[src/sv/dsrq_pkg.sv]
package dsrq_pkg;

	localparam int MAX_RESULTS = 64;
	localparam int CNT_W = $clog2(MAX_RESULTS + 1);
	localparam logic [30:0] SLEEP_MAX = 31'h7FFF_FFFF;

	localparam logic [1:0] MODE_SCHED = 2'd0;
	localparam logic [1:0] MODE_POLL = 2'd1;
	localparam logic [1:0] MODE_CANCEL = 2'd2;
	localparam logic [1:0] MODE_UNUSED = 2'd3;

	typedef enum logic [2:0] {
		ST_QUEUED = 3'd0,
		ST_IGNORED = 3'd1,
		ST_REMOVED = 3'd2,
		ST_EXPIRED = 3'd3,
		ST_NONE = 3'd4
	} dsrq_status_t;

	typedef enum logic [3:0] {
		S_IDLE,
		S_UL_RD,
		S_UL_WR,
		S_INS_RD,
		S_INS_CMP,
		S_WALK,
		S_LINK1,
		S_LINK2,
		S_RESULT,
		S_P_RD,
		S_P_CMP,
		S_P_FIX,
		S_E_RD,
		S_E_OUT
	} dsrq_state_t;

	// Write enables of the deadline, forward-link and backward-link stores.
	typedef struct packed {
		logic dl_we;
		logic nx_we;
		logic pv_we;
	} dsrq_wen_t;

endpackage

[src/sv/deadline_sorted_request_queue_top.sv]
// Channel  | Signals                                     | Transaction
// ---------+---------------------------------------------+------------------------------
// command  | start, busy, mode, slot, delay_us, resync,  | start high while busy low
//          | now_us                                      |
// result   | done, out_slot, status, sleep_us, last      | done high for one cycle
//
// A schedule request compares the head, walks the chain one entry a cycle past entries
// with no later deadline (S_WALK) and links in S_LINK1 and S_LINK2; a resync first
// unlinks the slot. An ignored request goes straight to the result, a cancel unlinks
// first unless the slot is idle. An empty-queue poll goes from S_P_RD to the result;
// otherwise it scans expired entries one a cycle (S_P_CMP), sets the new head (S_P_FIX)
// and reports each entry in S_E_RD and S_E_OUT. The walks are set by the single read
// port of the deadline and link memory. Reset clears the queued flags and the head; the
// memories need no clearing. The receiver cannot stall: every result is shown once with
// done high, and busy stays high until the last result of the transaction.
module deadline_sorted_request_queue_top #(
	parameter int SLOTS = 64,
	parameter int TIME_BITS = 32
) (
	input logic clk,
	input logic arst_n,
	input logic start,
	output logic busy,
	input logic [1:0] mode,
	input logic [5:0] slot,
	input logic [30:0] delay_us,
	input logic resync,
	input logic [31:0] now_us,
	output logic done,
	output logic [5:0] out_slot,
	output logic [2:0] status,
	output logic [30:0] sleep_us,
	output logic last
);
	import dsrq_pkg::*;

	localparam int IDX_W = $clog2(SLOTS);
	localparam int LW = $clog2(SLOTS + 1);
	localparam logic [LW-1:0] NIL = LW'(SLOTS);

	// Slot numbers fold onto the store; the fold is a constant table over the
	// 64 possible slot codes.
	function automatic logic [IDX_W-1:0] fold_slot(input logic [5:0] x);
		logic [IDX_W-1:0] r;
		r = '0;
		for (int i = 0; i < 64; i++) begin
			if (6'(i) == x) begin
				r = IDX_W'(i % SLOTS);
			end
		end
		return r;
	endfunction

	function automatic logic [30:0] sat_sleep(input logic [TIME_BITS-1:0] d);
		logic [30:0] r;
		if (64'(d) > 64'(SLEEP_MAX)) begin
			r = SLEEP_MAX;
		end else begin
			r = 31'(d);
		end
		return r;
	endfunction

	dsrq_state_t state_q, state_d;
	logic [SLOTS-1:0] flags_q, flags_d;
	logic [LW-1:0] head_q, head_d;
	logic [IDX_W-1:0] s_q, s_d;
	logic [TIME_BITS-1:0] dl_q, dl_d;
	logic [TIME_BITS-1:0] now_q, now_d;
	logic after_q, after_d;
	logic [LW-1:0] r_q, r_d;
	logic [LW-1:0] n_q, n_d;
	logic [LW-1:0] cur_q, cur_d;
	logic [LW-1:0] oldhead_q, oldhead_d;
	logic [CNT_W-1:0] cnt_q, cnt_d;
	logic [CNT_W-1:0] k_q, k_d;
	logic [30:0] sleep_q, sleep_d;
	dsrq_status_t res_status_q, res_status_d;
	logic [5:0] res_slot_q, res_slot_d;

	dsrq_wen_t wen;
	logic [IDX_W-1:0] a_waddr, a_raddr, b_waddr;
	logic [TIME_BITS-1:0] dl_wdata, dl_rdata;
	logic [LW-1:0] nx_wdata, nx_rdata, pv_wdata, pv_rdata;

	logic [IDX_W-1:0] s_in;
	logic [TIME_BITS-1:0] diff;
	logic expired;

	dsrq_store #(
		.SLOTS(SLOTS),
		.TIME_BITS(TIME_BITS)
	) u_store (
		.clk(clk),
		.wen(wen),
		.a_waddr(a_waddr),
		.dl_wdata(dl_wdata),
		.nx_wdata(nx_wdata),
		.a_raddr(a_raddr),
		.dl_rdata(dl_rdata),
		.nx_rdata(nx_rdata),
		.b_waddr(b_waddr),
		.pv_wdata(pv_wdata),
		.b_raddr(s_q),
		.pv_rdata(pv_rdata)
	);

	assign s_in = fold_slot(slot);

	always_ff @(posedge clk or negedge arst_n) begin
		if (!arst_n) begin
			state_q <= S_IDLE;
			flags_q <= '0;
			head_q <= NIL;
		end else begin
			state_q <= state_d;
			flags_q <= flags_d;
			head_q <= head_d;
		end
	end

	always_ff @(posedge clk) begin
		s_q <= s_d;
		dl_q <= dl_d;
		now_q <= now_d;
		after_q <= after_d;
		r_q <= r_d;
		n_q <= n_d;
		cur_q <= cur_d;
		oldhead_q <= oldhead_d;
		cnt_q <= cnt_d;
		k_q <= k_d;
		sleep_q <= sleep_d;
		res_status_q <= res_status_d;
		res_slot_q <= res_slot_d;
	end

	always_comb begin
		state_d = state_q;
		flags_d = flags_q;
		head_d = head_q;
		s_d = s_q;
		dl_d = dl_q;
		now_d = now_q;
		after_d = after_q;
		r_d = r_q;
		n_d = n_q;
		cur_d = cur_q;
		oldhead_d = oldhead_q;
		cnt_d = cnt_q;
		k_d = k_q;
		sleep_d = sleep_q;
		res_status_d = res_status_q;
		res_slot_d = res_slot_q;
		wen = '0;
		a_waddr = s_q;
		a_raddr = IDX_W'(cur_q);
		b_waddr = s_q;
		dl_wdata = dl_q;
		nx_wdata = n_q;
		pv_wdata = r_q;
		diff = '0;
		expired = 1'b0;
		done = 1'b0;
		out_slot = res_slot_q;
		status = res_status_q;
		sleep_us = sleep_q;
		last = 1'b1;

		unique case (state_q)
			S_IDLE: begin
				if (start) begin
					s_d = s_in;
					now_d = TIME_BITS'(now_us);
					dl_d = TIME_BITS'(now_us) + TIME_BITS'(delay_us);
					res_slot_d = 6'(s_in);
					sleep_d = '0;
					cnt_d = '0;
					unique case (mode)
						MODE_SCHED: begin
							res_status_d = ST_QUEUED;
							after_d = 1'b1;
							if (flags_q[s_in] && !resync) begin
								res_status_d = ST_IGNORED;
								state_d = S_RESULT;
							end else if (flags_q[s_in]) begin
								state_d = S_UL_RD;
							end else begin
								state_d = S_INS_RD;
							end
						end
						MODE_POLL: begin
							state_d = S_P_RD;
						end
						MODE_CANCEL: begin
							res_status_d = ST_REMOVED;
							after_d = 1'b0;
							state_d = flags_q[s_in] ? S_UL_RD : S_RESULT;
						end
						default: begin
							state_d = S_IDLE;
						end
					endcase
				end
			end
			S_UL_RD: begin
				a_raddr = s_q;
				state_d = S_UL_WR;
			end
			S_UL_WR: begin
				// Neighbors of the slot are joined around it.
				if (pv_rdata != NIL) begin
					wen.nx_we = 1'b1;
					a_waddr = IDX_W'(pv_rdata);
					nx_wdata = nx_rdata;
				end else if (head_q == LW'(s_q)) begin
					head_d = nx_rdata;
				end
				if (nx_rdata != NIL) begin
					wen.pv_we = 1'b1;
					b_waddr = IDX_W'(nx_rdata);
					pv_wdata = pv_rdata;
				end
				flags_d[s_q] = 1'b0;
				state_d = after_q ? S_INS_RD : S_RESULT;
			end
			S_INS_RD: begin
				wen.dl_we = 1'b1;
				a_waddr = s_q;
				dl_wdata = dl_q;
				a_raddr = IDX_W'(head_q);
				state_d = S_INS_CMP;
			end
			S_INS_CMP: begin
				diff = dl_q - dl_rdata;
				if (head_q == NIL || diff[TIME_BITS-1]) begin
					r_d = NIL;
					n_d = head_q;
					state_d = S_LINK1;
				end else begin
					r_d = head_q;
					n_d = nx_rdata;
					a_raddr = IDX_W'(nx_rdata);
					state_d = (nx_rdata == NIL) ? S_LINK1 : S_WALK;
				end
			end
			S_WALK: begin
				// The read data belong to the candidate successor n_q.
				diff = dl_rdata - dl_q;
				if (diff != '0 && !diff[TIME_BITS-1]) begin
					state_d = S_LINK1;
				end else begin
					r_d = n_q;
					n_d = nx_rdata;
					a_raddr = IDX_W'(nx_rdata);
					state_d = (nx_rdata == NIL) ? S_LINK1 : S_WALK;
				end
			end
			S_LINK1: begin
				wen.nx_we = 1'b1;
				a_waddr = s_q;
				nx_wdata = n_q;
				wen.pv_we = 1'b1;
				b_waddr = s_q;
				pv_wdata = r_q;
				state_d = S_LINK2;
			end
			S_LINK2: begin
				if (r_q != NIL) begin
					wen.nx_we = 1'b1;
					a_waddr = IDX_W'(r_q);
					nx_wdata = LW'(s_q);
				end else begin
					head_d = LW'(s_q);
				end
				if (n_q != NIL) begin
					wen.pv_we = 1'b1;
					b_waddr = IDX_W'(n_q);
					pv_wdata = LW'(s_q);
				end
				flags_d[s_q] = 1'b1;
				state_d = S_RESULT;
			end
			S_RESULT: begin
				done = 1'b1;
				state_d = S_IDLE;
			end
			S_P_RD: begin
				cur_d = head_q;
				oldhead_d = head_q;
				a_raddr = IDX_W'(head_q);
				if (head_q == NIL) begin
					res_status_d = ST_NONE;
					res_slot_d = '0;
					state_d = S_RESULT;
				end else begin
					state_d = S_P_CMP;
				end
			end
			S_P_CMP: begin
				diff = dl_rdata - now_q;
				expired = (diff == '0) || diff[TIME_BITS-1];
				if (expired && cnt_q < CNT_W'(MAX_RESULTS)) begin
					cnt_d = cnt_q + 1'b1;
					cur_d = nx_rdata;
					a_raddr = IDX_W'(nx_rdata);
					if (nx_rdata == NIL) begin
						sleep_d = '0;
						state_d = S_P_FIX;
					end
				end else begin
					sleep_d = expired ? '0 : sat_sleep(diff);
					state_d = S_P_FIX;
				end
			end
			S_P_FIX: begin
				// cur_q is the first entry that stays queued.
				head_d = cur_q;
				if (cur_q != NIL) begin
					wen.pv_we = 1'b1;
					b_waddr = IDX_W'(cur_q);
					pv_wdata = NIL;
				end
				cur_d = oldhead_q;
				k_d = '0;
				if (cnt_q == '0) begin
					res_status_d = ST_NONE;
					res_slot_d = '0;
					state_d = S_RESULT;
				end else begin
					state_d = S_E_RD;
				end
			end
			S_E_RD: begin
				a_raddr = IDX_W'(cur_q);
				state_d = S_E_OUT;
			end
			S_E_OUT: begin
				done = 1'b1;
				out_slot = 6'(cur_q);
				status = ST_EXPIRED;
				last = (k_q == cnt_q - 1'b1);
				flags_d[IDX_W'(cur_q)] = 1'b0;
				cur_d = nx_rdata;
				k_d = k_q + 1'b1;
				state_d = last ? S_IDLE : S_E_RD;
			end
			default: begin
				state_d = S_IDLE;
			end
		endcase
	end

	assign busy = (state_q != S_IDLE);

`ifndef NO_ASSERTIONS
	a_done_busy: assert property (@(posedge clk) disable iff (!arst_n)
		done |-> busy)
		else $error("result strobe outside a transaction");
	a_link_unqueued: assert property (@(posedge clk) disable iff (!arst_n)
		(state_q == S_LINK2) |-> !flags_q[s_q])
		else $error("inserting a slot that is still queued");
	a_cnt_range: assert property (@(posedge clk) disable iff (!arst_n)
		cnt_q <= CNT_W'(MAX_RESULTS) || state_q == S_IDLE)
		else $error("poll count beyond result limit");
	a_accept_busy: assert property (@(posedge clk) disable iff (!arst_n)
		(start && !busy && mode != MODE_UNUSED) |=> busy)
		else $error("accepted command did not start work");
	a_emit_nonempty: assert property (@(posedge clk) disable iff (!arst_n)
		(state_q == S_E_OUT) |-> (cnt_q != '0 && cur_q != NIL))
		else $error("expired report with no popped entry");
`endif

endmodule

[src/sv/dsrq_store.sv]
module dsrq_store #(
	parameter int SLOTS = 64,
	parameter int TIME_BITS = 32
) (
	input logic clk,
	input dsrq_pkg::dsrq_wen_t wen,
	input logic [$clog2(SLOTS)-1:0] a_waddr,
	input logic [TIME_BITS-1:0] dl_wdata,
	input logic [$clog2(SLOTS+1)-1:0] nx_wdata,
	input logic [$clog2(SLOTS)-1:0] a_raddr,
	output logic [TIME_BITS-1:0] dl_rdata,
	output logic [$clog2(SLOTS+1)-1:0] nx_rdata,
	input logic [$clog2(SLOTS)-1:0] b_waddr,
	input logic [$clog2(SLOTS+1)-1:0] pv_wdata,
	input logic [$clog2(SLOTS)-1:0] b_raddr,
	output logic [$clog2(SLOTS+1)-1:0] pv_rdata
);
	import dsrq_pkg::*;

	localparam int LW = $clog2(SLOTS + 1);

	// Memory A holds deadline and forward link, memory B the backward link.
	logic [TIME_BITS-1:0] dl_mem [SLOTS];
	logic [LW-1:0] nx_mem [SLOTS];
	logic [LW-1:0] pv_mem [SLOTS];

	always_ff @(posedge clk) begin
		if (wen.dl_we) begin
			dl_mem[a_waddr] <= dl_wdata;
		end
		if (wen.nx_we) begin
			nx_mem[a_waddr] <= nx_wdata;
		end
		dl_rdata <= dl_mem[a_raddr];
		nx_rdata <= nx_mem[a_raddr];
	end

	always_ff @(posedge clk) begin
		if (wen.pv_we) begin
			pv_mem[b_waddr] <= pv_wdata;
		end
		pv_rdata <= pv_mem[b_raddr];
	end

endmodule

[config.mk]
export PLATFORM = sky130hd
export DESIGN_NAME = deadline_sorted_request_queue_top
export DESIGN_NICKNAME = d
export VERILOG_FILES = /design/src/sv/dsrq_pkg.sv /design/src/sv/deadline_sorted_request_queue_top.sv /design/src/sv/dsrq_store.sv
export SDC_FILE = /design/constraint.sdc
export NUM_CORES = 2
export LEC_CHECK = 0
export BUFFER_PORTS_ARGS = -buffer_cell sky130_fd_sc_hd__buf_2
export CAP_MARGIN = 20
export CORE_MARGIN = 2
export CORE_UTILIZATION = 55
export DETAILED_ROUTE_END_ITERATION = 6
export PLACE_DENSITY = 0.71
export SYNTH_ARGS = -nofsm -noshare
export SYNTH_HDL_FRONTEND = slang
export SYNTH_SLANG_ARGS = --single-unit
[constraint.sdc]
create_clock -name clk -period 7.36 [get_ports clk]
set_input_delay 0.736 -clock clk [delete_from_list [all_inputs] [get_ports clk]]
set_output_delay 0.736 -clock clk [all_outputs]
set_load 0.05 [all_outputs]
==> results.sh <==
export IMPL_via_per_inst=6.64
export IMPL_period_needed_ps=7120
export IMPL_cp_cell_sequence="ha_1, nand2_1, nor4_1, o311ai_1, and3_1, o311ai_0, a21oi_1, o21bai_1, xnor2_1, o221ai_1, or2_1, a221o_1, o31ai_1, o211a_4, buf_12, a22oi_1, o311ai_1, o21ai_1, a211oi_4"
export IMPL_hp_class="in -> reg"
export IMPL_vias=77200
export IMPL_arrival_ps=7880
export IMPL_cts_tree="done"
export IMPL_synth_adder_area_share=0.0127
export IMPL_fin_crit_sh=0.967
export IMPL_ir_worst_vdd_mv=0.409
export IMPL_fillCellCount=16100
export IMPL_dpl_cell_area_um2=138000
export IMPL_area_growth_pct=13.6
export IMPL_comb_power_share=0.442
export IMPL_p_sw_mw=26.3
export IMPL_finalSetupViolCount=0
export IMPL_htreeDepth=5
export IMPL_synth_cell_type_count=104
export IMPL_status="completed"
export IMPL_worstMarginPinSlew_ps=1120
export IMPL_layout_drive_gt1_share=0.198
export IMPL_start_kind="register"
export IMPL_seq_area_um2=95800
export IMPL_cp_max_fo=56
export IMPL_clockRootBuffer="clkbuf_16"
export IMPL_yosys_register_bits=3218
export IMPL_die_w_um=491
export IMPL_grt_use_total=0.293
export IMPL_power_switching_share=0.375
export IMPL_routed_wl_um=359000
export IMPL_core_area_um2=236000
export IMPL_route_detailed_drc=0
export IMPL_ant_nets=0
export IMPL_cp_end_kind="register"
export IMPL_cts_sinks=3218
export IMPL_clock_path_buffers=4
export IMPL_synth_edf_count=3097
export IMPL_grt_overflow_total=0
export IMPL_crit_type="reg -> reg"
export IMPL_slowest_delay_ps=550
export IMPL_setup_tns_ps=0
export IMPL_finClkSkew_ps=118
export IMPL_mostFrequentLayoutCells="edfxtp_1 (3,097), nand2_1 (861), mux4_2 (492)"
export IMPL_synth_compound_area_frac=0.0771
export IMPL_syn_nets=7964
export IMPL_dr_first_iter_drc_count=11100
export IMPL_internal_power_mw=43.9
export IMPL_die_h_um=491
export IMPL_clock_latency_ps=1000
export IMPL_synthCells=7759
export IMPL_rows=178
export IMPL_io_pins=118
export IMPL_post_place_ws_ps=43.0
export IMPL_synth_mux_area_frac=0.0881
export IMPL_finalWorstSetupSlack_ps=240
export IMPL_die_area_um2=242000
export IMPL_grt_pass1_vias=75400
export IMPL_cts_made_buffers=330
export IMPL_hold_viol=0
export IMPL_syn_avg_cell_area_um2=16.8
export IMPL_cp_slowest_cell="ha_1"
export IMPL_synthSimpleGateAreaFrac=0.0613
export IMPL_power_frac_clock=0.233
export IMPL_dp_hpwl_um=216000
export IMPL_portBuffers=117
export IMPL_ys_flop_type="edfxtp_1"
export IMPL_synth_warnings=0
export IMPL_cpMostUsedCell="o311ai_1"
export IMPL_nets=8423
export IMPL_powerDensity_nw_per_um2=473
export IMPL_wl_per_cell_um=30.9
export IMPL_p_seq_frac=0.326
export IMPL_finalWeightedCongestion=0.948
export IMPL_leakage_nw=48.7
export IMPL_synth_seq_area_share=0.733
export IMPL_initial_utilization=0.554
export IMPL_fin_area_um2=148000
export IMPL_ys_async_sr_fraction=0.0233
export IMPL_dr_pass1_iters=6
export IMPL_grt_antenna_before_repair=3
export IMPL_relSlewSlack=0.247
export IMPL_grt_max_degree=80
export IMPL_synth_top_family_by_area="multiplexers"
export IMPL_syn_area_um2=131000
export IMPL_maxCapViolCount=0
export IMPL_clkTransAtPathRegs_ps=60
export IMPL_max_freq_mhz=140
export IMPL_synth_xor_area_frac=0.00570
export IMPL_rsz0062_at_grt="false"
export IMPL_multiInputGateArea_um2=32800
export IMPL_final_common_cell="edfxtp_1"
export IMPL_critPathRequiredTime_ps=8120
export IMPL_grt_pass1_wl_um=520000
export IMPL_drv_slew=0
flip-flops by register name (all words and copies together) (netlist names), 3 cells and up:
register and cells:
u_store.dl_mem 2048, u_store.nx_mem 448, u_store.pv_mem 448, flags_q 64
dl_q 32, now_q 32, u_store.dl_rdata 32, sleep_us 31
cnt_q 7, cur_q 7, head_q 7, k_q 7
n_q 7, oldhead_q 7, r_q 7, u_store.nx_rdata 7
u_store.pv_rdata 7, res_slot_q 6, s_q 6, state_q 4
res_status_q 3
power groups by stage:
| stage | combinational, mW | sequential [mW] | clock, mW |
|---|---|---|---|
| after floorplan | 18.4 | 23.4 | 0 |
| after global placement | 30.1 | 23.3 | 0 |
| after detailed placement | 30.4 | 23.3 | 0 |
| after CTS | 30.7 | 22.9 | 16.5 |
| after global routing | 32.6 | 22.9 | 17.1 |
| final | 31.0 | 22.9 | 16.3 |
cells by family after synthesis:
logic type	count (synthesis)
flip-flops	3218
AND/OR/NAND/NOR	1818
AO/OA/AOI/OAI	1377
buffers and inverters	595
multiplexers	535
adder cells (fa/ha/maj)	131
XOR/XNOR	85
worst max-delay path, delay by kind of cell, from the launching register on:
family / cells / cell delay [ps]
AOI/OAI and AO/OA: 12 / 3900
and+or+nand+nor: 4 / 1210
adders and majority gates: 1 / 550
DFF: 1 / 470
buffers and inverters: 1 / 370
xor gates and xnor gates: 1 / 350
through the flow:
stage	utilization	instances	total power [mW]	hold slack, ps
final	0.630	11600	70.2	34.5
after global routing	0.630	11600	72.6	8.91
after CTS	0.629	11600	70.1	0.376
after detailed placement	0.583	11000	53.7	490
after global placement	0.583	11000	53.4	478
after floorplan	-	7759	41.8	420
cell usage after synthesis, drive strengths merged, types with 35 or more instances:
master	count	area share
mux2i	36	0.0028
mux4	492	0.085
xnor2	56	0.0038
a32o	67	0.0051
o211ai	37	0.0021
nand4	36	0.0017
a22o	82	0.0055
edfxtp	3097	0.71
a22oi	305	0.018
a21oi	178	0.0069
dfrtp	74	0.014
inv	158	0.0045
a32oi	47	0.0031
ha	127	0.012
and2	35	0.0017
o21ai	206	0.0079
dfxtp	46	0.0070
clkbuf	204	0.0060
a211oi	60	0.0050
a221oi	44	0.0029
nor2	361	0.010
a21o	37	0.0021
a31oi	100	0.0049
nand3	269	0.010
buf	231	0.012
nor3	62	0.0024
nand2	871	0.025
per-layer routing:
| layer | vias up | track usage | wire length, um |
|---|---|---|---|
| met2 | 5088 | 0.455 | 169000 |
| li1 | 31900 | - | - |
| met1 | 39500 | 0.422 | 138000 |
| met3 | 717 | 0.0517 | 38300 |
| met5 | - | 0 | 13 |
| met4 | 2 | 0.108 | 13800 |
final cells by class:
cell class                 count  share of cell area
antenna                        2           0.0000337
clock buffer                 406              0.0591
clock inverter               174              0.0111
inverter                     159             0.00403
multi-input combinational   3946               0.221
sequential                  3218               0.645
tap                         3150              0.0265
timing repair buffer         563              0.0333
worst paths after layout:
check	end	depth (start not counted)	startpoint	slack (ps)
max	u_store.dl_rdata[5]	19	u_store.dl_rdata[16]	240
min	now_q[2]	1	now_us[2]	30
max reg2reg	u_store.dl_rdata[5]	19	u_store.dl_rdata[16]	240
min reg2reg	flags_q[29]	2	flags_q[29]	500
max in group asynchronous	flags_q[7]	2	arst_n	6080
min in group asynchronous	flags_q[17]	2	arst_n	550
repair_timing:
action | in CTS | in global routing
setup endpoints to repair | 1 | 9
buffers inserted | 5 | 0
hold buffers | 26 | 0
pin swaps | 0 | 1
gates resized for setup | 0 | 8
endpoints found under the hold margin | 60 | 0
No activity file was read; power rests on OpenSTA's default activity.
